==> src/rtl/core/hsp_pkg.sv <==
// Shared constants and types of the hash to sparse positions block.
// Used by every module in rtl/core except hsp_ram; depends on nothing else.
package hsp_pkg;

    localparam int POS_W       = 10;
    localparam int VECTOR_SIZE = 1024;
    localparam int WORD_W      = 32;
    localparam int COUNT_W     = 6;
    localparam int GROUPS      = 3;
    localparam int GROUP_WORDS = 5;
    localparam int LIST_DEPTH  = 64;
    localparam int LIST_AW     = 6;
    localparam int FIFO_DEPTH  = 4;
    localparam int FIFO_AW     = 2;
    localparam int FIFO_CW     = 3;
    localparam int SLOTS       = 6;
    localparam int REM_W       = 3;
    localparam int WORD_SLOTS  = 3;
    localparam int FINAL_SLOTS = 7;
    localparam int M_DATA_W    = 16;
    localparam int M_USER_W    = 2;

    localparam logic [COUNT_W-1:0] TARGET_RESET = 6'd32;

    typedef enum logic [1:0] {
        TOK_PLAIN,
        TOK_FINAL,
        TOK_FINISH
    } tok_kind_t;

    typedef struct packed {
        logic             valid;
        tok_kind_t        kind;
        logic [POS_W-1:0] pos;
    } token_t;

    typedef struct packed {
        logic [POS_W-1:0] position;
        logic             position_valid;
        logic             last;
        logic             failed;
    } result_t;

    typedef struct packed {
        logic busy;
        logic clear_done;
    } mark_status_t;

endpackage

==> src/rtl/core/hsp_ram.sv <==
// Generic simple dual-port RAM with one write port and a registered read port.
// No dependencies; contents are undefined until written.
module hsp_ram #(
    parameter int WIDTH = 1,
    parameter int DEPTH = 1024,
    localparam int AW   = $clog2(DEPTH)
) (
    input  logic             clk,
    input  logic             we,
    input  logic [AW-1:0]    waddr,
    input  logic [WIDTH-1:0] wdata,
    input  logic [AW-1:0]    raddr,
    output logic [WIDTH-1:0] rdata
);

    logic [WIDTH-1:0] mem [DEPTH];

    always_ff @(posedge clk)
    begin
        if (we)
        begin
            mem[waddr] <= wdata;
        end
        rdata <= mem[raddr];
    end

endmodule

==> src/rtl/core/hsp_feed.sv <==
// Input stage: accepts hash words, collects the extra candidates and issues one candidate token
// per cycle towards the bitmap stage while the queue has room and no reset clear runs. Depends on hsp_pkg.
module hsp_feed (
    input  logic                         clk,
    input  logic                         rst_n,
    input  logic                         s_tvalid,
    output logic                         s_tready,
    input  logic [hsp_pkg::WORD_W-1:0]   s_tdata,
    input  logic                         room,
    input  hsp_pkg::mark_status_t        mark_status,
    output hsp_pkg::token_t              token
);
    import hsp_pkg::*;

    logic [POS_W-1:0] slot_reg  [SLOTS];
    logic [POS_W-1:0] slot_next [SLOTS];
    logic [POS_W-1:0] extra_reg  [GROUPS];
    logic [POS_W-1:0] extra_next [GROUPS];
    logic [REM_W-1:0] rem_reg, rem_next;
    logic             final_reg, final_next;
    logic             wait_reg, wait_next;
    logic [1:0]       grp_reg, grp_next;
    logic [2:0]       idx_reg, idx_next;
    logic             issue;
    logic             accept;
    logic             is_final_word;

    always_comb
    begin
        issue         = (rem_reg != '0) && room && !mark_status.busy;
        s_tready      = !wait_reg && !mark_status.busy
                        && ((rem_reg == '0) || ((rem_reg == REM_W'(1)) && issue));
        accept        = s_tvalid && s_tready;
        is_final_word = (grp_reg == 2'(GROUPS));

        token.valid = issue;
        token.pos   = slot_reg[0];
        if (final_reg && (rem_reg == REM_W'(1)))
        begin
            token.kind = TOK_FINISH;
        end
        else if (final_reg)
        begin
            token.kind = TOK_FINAL;
        end
        else
        begin
            token.kind = TOK_PLAIN;
        end
    end

    always_comb
    begin
        slot_next  = slot_reg;
        extra_next = extra_reg;
        rem_next   = rem_reg;
        final_next = final_reg;
        wait_next  = wait_reg;
        grp_next   = grp_reg;
        idx_next   = idx_reg;

        if (issue)
        begin
            for (int i = 0; i < SLOTS - 1; i++)
            begin
                slot_next[i] = slot_reg[i + 1];
            end
            rem_next = rem_reg - REM_W'(1);
        end

        if (accept)
        begin
            slot_next[0] = s_tdata[POS_W-1:0];
            slot_next[1] = s_tdata[2*POS_W-1:POS_W];
            slot_next[2] = s_tdata[3*POS_W-1:2*POS_W];
            for (int g = 0; g < GROUPS; g++)
            begin
                slot_next[WORD_SLOTS + g] = extra_reg[g];
            end
            final_next = is_final_word;
            if (is_final_word)
            begin
                rem_next  = REM_W'(FINAL_SLOTS);
                wait_next = 1'b1;
                grp_next  = '0;
                idx_next  = '0;
                for (int g = 0; g < GROUPS; g++)
                begin
                    extra_next[g] = '0;
                end
            end
            else
            begin
                rem_next = REM_W'(WORD_SLOTS);
                for (int g = 0; g < GROUPS; g++)
                begin
                    for (int k = 0; k < GROUP_WORDS; k++)
                    begin
                        if ((grp_reg == 2'(g)) && (idx_reg == 3'(k)))
                        begin
                            extra_next[g][2*k +: 2] = extra_reg[g][2*k +: 2]
                                                      | s_tdata[WORD_W-1 -: 2];
                        end
                    end
                end
                if (idx_reg == 3'(GROUP_WORDS - 1))
                begin
                    idx_next = '0;
                    grp_next = grp_reg + 2'd1;
                end
                else
                begin
                    idx_next = idx_reg + 3'd1;
                end
            end
        end

        if (mark_status.clear_done)
        begin
            wait_next = 1'b0;
        end
    end

    always_ff @(posedge clk or negedge rst_n)
    begin
        if (!rst_n)
        begin
            rem_reg   <= '0;
            final_reg <= 1'b0;
            wait_reg  <= 1'b0;
            grp_reg   <= '0;
            idx_reg   <= '0;
            for (int g = 0; g < GROUPS; g++)
            begin
                extra_reg[g] <= '0;
            end
        end
        else
        begin
            rem_reg   <= rem_next;
            final_reg <= final_next;
            wait_reg  <= wait_next;
            grp_reg   <= grp_next;
            idx_reg   <= idx_next;
            extra_reg <= extra_next;
        end
    end

    always_ff @(posedge clk)
    begin
        slot_reg <= slot_next;
    end

endmodule

==> src/rtl/core/hsp_mark.sv <==
// Bitmap stage: read-modify-write of the position bitmap, selection against the
// target weight, hold-back of the final result and the clearing sequencer.
// Depends on hsp_pkg and hsp_ram.
module hsp_mark (
    input  logic                          clk,
    input  logic                          rst_n,
    input  hsp_pkg::token_t               token,
    input  logic [hsp_pkg::COUNT_W-1:0]   target,
    output logic                          res_push,
    output hsp_pkg::result_t              res,
    output hsp_pkg::mark_status_t         status
);
    import hsp_pkg::*;

    typedef enum logic [1:0] {
        CLR_ALL,
        IDLE,
        CLR_LIST
    } clr_state_t;

    clr_state_t         state_reg, state_next;
    token_t             tok_reg;
    logic [COUNT_W-1:0] found_reg, found_next;
    logic               pend_valid_reg, pend_valid_next;
    logic [POS_W-1:0]   pend_pos_reg, pend_pos_next;
    logic               fwd_valid_reg, fwd_valid_next;
    logic [POS_W-1:0]   fwd_addr_reg, fwd_addr_next;
    logic [POS_W-1:0]   clr_addr_reg, clr_addr_next;
    logic [LIST_AW-1:0] clr_idx_reg, clr_idx_next;
    logic               rd_pend_reg, rd_pend_next;
    logic               done_reg, done_next;

    logic               bm_we;
    logic [POS_W-1:0]   bm_waddr;
    logic [0:0]         bm_wdata;
    logic [0:0]         bm_rdata;
    logic [POS_W-1:0]   list_rdata;
    logic               marked;
    logic               cand;
    logic               hit;
    logic               finish;
    logic               fail;

    hsp_ram #(
        .WIDTH (1),
        .DEPTH (VECTOR_SIZE)
    ) u_bitmap (
        .clk   (clk),
        .we    (bm_we),
        .waddr (bm_waddr),
        .wdata (bm_wdata),
        .raddr (token.pos),
        .rdata (bm_rdata)
    );

    hsp_ram #(
        .WIDTH (POS_W),
        .DEPTH (LIST_DEPTH)
    ) u_list (
        .clk   (clk),
        .we    (hit),
        .waddr (found_reg),
        .wdata (tok_reg.pos),
        .raddr (clr_idx_reg),
        .rdata (list_rdata)
    );

    always_comb
    begin
        marked = bm_rdata[0] | (fwd_valid_reg && (fwd_addr_reg == tok_reg.pos));
        cand   = tok_reg.valid && (tok_reg.kind != TOK_FINISH);
        hit    = cand && (found_reg < target) && !marked;
        finish = tok_reg.valid && (tok_reg.kind == TOK_FINISH);
        fail   = found_reg < target;

        res_push = 1'b0;
        res      = '0;
        pend_valid_next = pend_valid_reg;
        pend_pos_next   = pend_pos_reg;
        found_next      = found_reg;
        fwd_valid_next  = hit;
        fwd_addr_next   = tok_reg.pos;

        if (hit)
        begin
            found_next = found_reg + COUNT_W'(1);
            if (tok_reg.kind == TOK_FINAL)
            begin
                res_push        = pend_valid_reg;
                res.position    = pend_pos_reg;
                res.position_valid = 1'b1;
                pend_valid_next = 1'b1;
                pend_pos_next   = tok_reg.pos;
            end
            else
            begin
                res_push           = 1'b1;
                res.position       = tok_reg.pos;
                res.position_valid = 1'b1;
            end
        end
        else if (finish)
        begin
            res_push           = 1'b1;
            res.position       = pend_valid_reg ? pend_pos_reg : '0;
            res.position_valid = pend_valid_reg;
            res.last           = 1'b1;
            res.failed         = fail;
            pend_valid_next    = 1'b0;
        end

        state_next    = state_reg;
        clr_addr_next = clr_addr_reg;
        clr_idx_next  = clr_idx_reg;
        rd_pend_next  = 1'b0;
        done_next     = 1'b0;
        bm_we         = 1'b0;
        bm_waddr      = tok_reg.pos;
        bm_wdata      = 1'b0;

        unique case (state_reg)
            CLR_ALL:
            begin
                bm_we         = 1'b1;
                bm_waddr      = clr_addr_reg;
                clr_addr_next = clr_addr_reg + POS_W'(1);
                if (clr_addr_reg == POS_W'(VECTOR_SIZE - 1))
                begin
                    state_next = IDLE;
                end
            end
            IDLE:
            begin
                bm_we    = hit;
                bm_wdata = 1'b1;
                if (finish)
                begin
                    state_next   = CLR_LIST;
                    clr_idx_next = '0;
                end
            end
            CLR_LIST:
            begin
                bm_we    = rd_pend_reg;
                bm_waddr = list_rdata;
                if (clr_idx_reg < found_reg)
                begin
                    clr_idx_next = clr_idx_reg + LIST_AW'(1);
                    rd_pend_next = 1'b1;
                end
                else if (!rd_pend_reg)
                begin
                    state_next = IDLE;
                    found_next = '0;
                    done_next  = 1'b1;
                end
            end
            default:
            begin
                state_next = IDLE;
            end
        endcase

        status.busy       = (state_reg == CLR_ALL);
        status.clear_done = done_reg;
    end

    always_ff @(posedge clk or negedge rst_n)
    begin
        if (!rst_n)
        begin
            state_reg      <= CLR_ALL;
            tok_reg        <= '0;
            found_reg      <= '0;
            pend_valid_reg <= 1'b0;
            fwd_valid_reg  <= 1'b0;
            clr_addr_reg   <= '0;
            clr_idx_reg    <= '0;
            rd_pend_reg    <= 1'b0;
            done_reg       <= 1'b0;
        end
        else
        begin
            state_reg      <= state_next;
            tok_reg        <= token;
            found_reg      <= found_next;
            pend_valid_reg <= pend_valid_next;
            fwd_valid_reg  <= fwd_valid_next;
            clr_addr_reg   <= clr_addr_next;
            clr_idx_reg    <= clr_idx_next;
            rd_pend_reg    <= rd_pend_next;
            done_reg       <= done_next;
        end
    end

    always_ff @(posedge clk)
    begin
        pend_pos_reg <= pend_pos_next;
        fwd_addr_reg <= fwd_addr_next;
    end

endmodule

==> src/rtl/core/hsp_out_fifo.sv <==
// Result queue between the bitmap stage and the output stream.
// Depends on hsp_pkg.
module hsp_out_fifo (
    input  logic                          clk,
    input  logic                          rst_n,
    input  logic                          push,
    input  hsp_pkg::result_t              push_data,
    output logic                          m_valid,
    input  logic                          m_ready,
    output hsp_pkg::result_t              pop_data,
    output logic                          room,
    output logic [hsp_pkg::FIFO_CW-1:0]   level
);
    import hsp_pkg::*;

    result_t            mem_reg [FIFO_DEPTH];
    logic [FIFO_AW-1:0] wr_ptr_reg, wr_ptr_next;
    logic [FIFO_AW-1:0] rd_ptr_reg, rd_ptr_next;
    logic [FIFO_CW-1:0] count_reg, count_next;
    logic               pop;

    always_comb
    begin
        m_valid     = (count_reg != '0);
        pop         = m_valid && m_ready;
        pop_data    = mem_reg[rd_ptr_reg];
        room        = (count_reg <= FIFO_CW'(FIFO_DEPTH - 2));
        level       = count_reg;
        wr_ptr_next = push ? wr_ptr_reg + FIFO_AW'(1) : wr_ptr_reg;
        rd_ptr_next = pop ? rd_ptr_reg + FIFO_AW'(1) : rd_ptr_reg;
        count_next  = count_reg + FIFO_CW'(push) - FIFO_CW'(pop);
    end

    always_ff @(posedge clk or negedge rst_n)
    begin
        if (!rst_n)
        begin
            wr_ptr_reg <= '0;
            rd_ptr_reg <= '0;
            count_reg  <= '0;
        end
        else
        begin
            wr_ptr_reg <= wr_ptr_next;
            rd_ptr_reg <= rd_ptr_next;
            count_reg  <= count_next;
        end
    end

    always_ff @(posedge clk)
    begin
        if (push)
        begin
            mem_reg[wr_ptr_reg] <= push_data;
        end
    end

endmodule

==> src/rtl/core/hash_to_sparse_positions.sv <==
// Top level of the hash to sparse positions block: configuration register,
// input stage, bitmap stage and result queue. Depends on hsp_pkg, hsp_feed,
// hsp_mark and hsp_out_fifo.
//
// A hash arrives as sixteen 32-bit beats. Every candidate position takes a turn
// on the single read-modify-write path of the 1024-entry bitmap RAM, so each of
// words 0 to 14 carries three candidates and the next word is accepted as the
// last of them is issued. Word 15 carries six candidates and the closing result,
// after which the bitmap is cleared by walking the list of selected positions
// before the first word of the next hash is accepted. After reset the block
// clears every entry of the bitmap before it takes its first beat; the
// configuration channel is always ready. Results queue in a four-deep buffer,
// and candidate issue also stalls while that buffer is nearly full.
module hash_to_sparse_positions (
    input  logic                           clk,
    input  logic                           rst_n,
    input  logic                           cfg_valid,
    output logic                           cfg_ready,
    input  logic [hsp_pkg::COUNT_W-1:0]    cfg_data,   // target_weight
    input  logic                           s_tvalid,
    output logic                           s_tready,
    input  logic [hsp_pkg::WORD_W-1:0]     s_tdata,    // hash_word
    output logic                           m_tvalid,
    input  logic                           m_tready,
    output logic [hsp_pkg::M_DATA_W-1:0]   m_tdata,    // position, zero fill
    output logic [hsp_pkg::M_USER_W-1:0]   m_tuser,    // position_valid, failed
    output logic                           m_tlast
);
    import hsp_pkg::*;

    logic [COUNT_W-1:0] target_reg;
    token_t             token;
    mark_status_t       mark_status;
    logic               res_push;
    result_t            res;
    result_t            out_res;
    logic               room;
    logic [FIFO_CW-1:0] fifo_level;

    assign cfg_ready = 1'b1;

    always_ff @(posedge clk or negedge rst_n)
    begin
        if (!rst_n)
        begin
            target_reg <= TARGET_RESET;
        end
        else if (cfg_valid && cfg_ready)
        begin
            target_reg <= cfg_data;
        end
    end

    hsp_feed u_feed (
        .clk         (clk),
        .rst_n       (rst_n),
        .s_tvalid    (s_tvalid),
        .s_tready    (s_tready),
        .s_tdata     (s_tdata),
        .room        (room),
        .mark_status (mark_status),
        .token       (token)
    );

    hsp_mark u_mark (
        .clk      (clk),
        .rst_n    (rst_n),
        .token    (token),
        .target   (target_reg),
        .res_push (res_push),
        .res      (res),
        .status   (mark_status)
    );

    hsp_out_fifo u_fifo (
        .clk       (clk),
        .rst_n     (rst_n),
        .push      (res_push),
        .push_data (res),
        .m_valid   (m_tvalid),
        .m_ready   (m_tready),
        .pop_data  (out_res),
        .room      (room),
        .level     (fifo_level)
    );

    assign m_tdata = M_DATA_W'(out_res.position);
    assign m_tuser = {out_res.failed, out_res.position_valid};
    assign m_tlast = out_res.last;

    a_no_overflow : assert property (@(posedge clk) disable iff (!rst_n)
        !(res_push && (fifo_level == FIFO_CW'(FIFO_DEPTH)) && !(m_tvalid && m_tready)))
        else $error("result queue overflow");

    a_quiet_while_clearing : assert property (@(posedge clk) disable iff (!rst_n)
        mark_status.busy |-> (!s_tready && !token.valid))
        else $error("input taken during bitmap clearing");

    a_empty_only_last : assert property (@(posedge clk) disable iff (!rst_n)
        (res_push && !res.position_valid) |-> res.last)
        else $error("empty result that is not the closing beat");

endmodule
==> config.mk <==
export PLATFORM = sky130hd
export DESIGN_NAME = hash_to_sparse_positions
export DESIGN_NICKNAME = d
export VERILOG_FILES = /design/src/rtl/core/hsp_pkg.sv /design/src/rtl/core/hsp_ram.sv /design/src/rtl/core/hsp_feed.sv /design/src/rtl/core/hsp_mark.sv /design/src/rtl/core/hsp_out_fifo.sv /design/src/rtl/core/hash_to_sparse_positions.sv
export SDC_FILE = /design/constraint.sdc
export NUM_CORES = 2
export LEC_CHECK = 0
export ABC_AREA = 1
export BUFFER_PORTS_ARGS = -buffer_cell sky130_fd_sc_hd__buf_2
export CORE_MARGIN = 2
export CORE_UTILIZATION = 30
export DETAILED_ROUTE_END_ITERATION = 16
export GPL_TIMING_DRIVEN = 0
export PLACE_DENSITY = 0.41
export RECOVER_POWER = 100
export SYNTH_ARGS = -nofsm -noshare
export SYNTH_HDL_FRONTEND = slang
export SYNTH_SLANG_ARGS = --single-unit
==> constraint.sdc <==
create_clock -name clk -period 33.8 [get_ports clk]
set_input_delay 1.69 -clock clk [delete_from_list [all_inputs] [get_ports clk]]
set_output_delay 1.69 -clock clk [all_outputs]
set_load 0.01 [all_outputs]
==> out/metrics.cfg <==
[timing]
fin_crit_sh = 0.368
rsz0062_at_grt = no
final_hold_viol_count = 0
relSlewSlack = -2.25
whs_ns = 0.426
skew_ns = 0.0472
worstMarginPinSlew_ns = 4.88
setup_ws_ns = 21.35
slew_violations = 2375
setup_tns_ns = 0
fmax_mhz = 80.3
layout_min_cycle_time_ns = 12.45
setup_viol_count_final = 0

[pwr]
worst_ir_drop_vdd_mv = 0.0567
total_power_mw = 4.91
clockPowerShare = 0.464
switchingPower_mw = 1.08
p_leak_nw = 27.0
power-per-cell-area_mw_per_mm2 = 53.1
power_frac_comb = 0.018
seq_power_share = 0.518
p_int_mw = 3.83
swShare = 0.220

[outcome]
violations = capacitance limit, slew limit
outcome = complete, but fails checks

[logic_synthesis]
yosysWarnings = 0
synth-compound-area-share = 0.0512
ys_seq_elements = 1901
ys_async_sr_fraction = 0.0494
syn_avg_cell_area_um2 = 10.8
synth_top_family_by_area = simple AND/OR/NAND/NOR gates
synthSimpleGateAreaFrac = 0.208
synth_fa_ha_area_frac = 0.00582
synth_xor_xnor_area_share = 0.00173
synth_edf_count = 1786
synth.area.mux_share = 0
synth_ff_type = edfxtp_1
synth_cell_type_count = 41
ys_seq_area_frac = 0.698
synth_cells = 7472
syn-cell-area_mm2 = 0.0808

[layout]
syn_to_final_growth_pct = 14.5
fin_util = 0.345
final_common_cell = edfxtp_1
regArea_mm2 = 0.0564
fin_cells = 11600
fillers = 27200
multi_input_area_mm2 = 0.0216
largest_register_ffs = 1024
final_area_mm2 = 0.0925
drive_above_1_share = 0.0482
fin_nets = 7895
layout_common_cells = edfxtp_1 (1,786), nor2_1 (1,486), nand2_1 (1,412)

[drt]
drtIter0Drc = 8825
wl_um = 355000
postRouteAntennaNets = 0
wire_per_inst_um = 30.7
vias_per_cell = 5.40
drc_errors = 0
via_count = 62500
firstDrtPassIters = 5

[cts]
post_cts_buffers = 0
clock_latency_ns = 0.90
cts_hold_buf = 0
cts_buffers = 210
cts_root_buf = clkbuf_16
clkSinkCount = 1901
cts_tree = built
cts_buffer_depth = 3
ctsResizeCount = 0
htreeDepth = 4
clk_pin_slew_ns = 0.06

[place]
numPlacedInstances = 11100
post-place-ws_ns = 29.06
place_area_mm2 = 0.0869
globalplace.congestion = 0.921
io_buffers = 57
dpl.hpwl_um = 238000

[setup_path]
cp_cell_sequence = inv_1, ha_1, clkbuf_1, clkbuf_1, clkbuf_1, clkbuf_1
crit_fanout = 92
crit_cells = 6
worst_r2r_path_depth = 6
setup.worst_path.class = flip-flop to flip-flop
cpPeakStageDelay_ns = 2.77
cp.arrival_ns = 12.57
critPathBufInv = 5
setup.worst_path.end_class = flip-flop
slowest_stage = clkbuf_1
crit_required_ns = 33.92
cpMostUsedCell = clkbuf_1
worstSetupStartpointType = flip-flop
crit_family = buffers and inverters

[global_routing]
grt_pass1_wl_um = 480000
use_met3 = 0.0545
grtUsageTotal = 0.254
grt_busiest_layer = met2
grt.met2_usage = 0.373
grt-ovfl-total = 0
grt_max_degree = 99
grt_util_met1 = 0.372
grt_pass1_vias = 58000
antenna_found_initial = 23

[worst_hold_path]
hold_path.class = flip-flop to flip-flop
hold_depth = 1

[floorplanning]
fp-row-count = 190
dieHeight_um = 523
die_area_mm2 = 0.273
core_area_mm2 = 0.268
start_util = 0.302
io_pins = 65
die_x_um = 523

[flow_run]
cap_viol_max_count = 80

[worst paths after layout]
| path | startpoint | to | slack, ns |
|---|---|---|---|
| setup / recovery | u_mark.state_reg[1] | u_mark.u_bitmap.mem[171] | 21.35 |
| hold / removal | u_mark.done_reg | u_feed.wait_reg | 0.43 |
| setup reg to reg | u_mark.state_reg[1] | u_mark.u_bitmap.mem[171] | 21.35 |
| hold reg to reg | u_mark.done_reg | u_feed.wait_reg | 0.43 |
| max in group asynchronous | rst_n | u_mark.fwd_addr_next[2] | 26.68 |
| min in group asynchronous | rst_n | u_feed.extra_reg[23] | 1.12 |
[metal layers]
layer | up-vias | part of all wire
met2 | 3204 | 0.42
met4 | 6 | 0.034
met3 | 583 | 0.099
li1 | 26800 | -
met1 | 31900 | 0.44
met5 | - | 0.00013
[layout make-up]
type	count	area share
clock inverter	117	0.0108
inverter	131	0.00532
multi-input combinational	4848	0.233
sequential	1901	0.610
timing repair buffer	126	0.00578
clock buffer	274	0.0615
buffer	597	0.0250
tap	3552	0.0480
antenna	19	0.000514
[synth_stat cells (all sizes together) (3+ instances only)]
cell	instances	area, um2
nand2	1412	5300
o22ai	110	688
xor2	15	131
dfrtp	93	2330
a32o	9	90.1
clkbuf	407	1530
ha	36	450
o221ai	64	561
o211ai	27	203
o21ai	405	2030
a21oi	81	405
inv	125	469
nand4	34	213
nor2	1487	5580
nand3	1085	5430
edfxtp	1786	53600
nor3	47	235
buf	190	798
nor4	3	18.8
dfxtp	21	420
clkinv	6	22.5
a31oi	11	83.8
[cell families (layout without fill, tap and decap cells)]
| kind of cell | Yosys count | in the layout |
|---|---|---|
| AOI/OAI and AO/OA | 717 | 717 |
| xor gates and xnor gates | 16 | 16 |
| adders and majority gates | 37 | 37 |
| buffers and inverters | 728 | 1245 |
| DFF | 1901 | 1901 |
| other | 2 | 26 |
| and+or+nand+nor | 4071 | 4071 |
[power groups by stage]
stage	sequential (mW)	clock, mW	combinational [mW]
6_report	2.54	2.28	0.0889
4_1_cts	2.54	2.31	0.0894
3_3_place_gp	2.59	0	0.0883
3_5_place_dp	2.59	0	0.0891
2_1_floorplan	2.59	0	0.0366
5_1_grt	2.54	2.39	0.0937
Note: power is estimated with default switching activity, not from simulation.
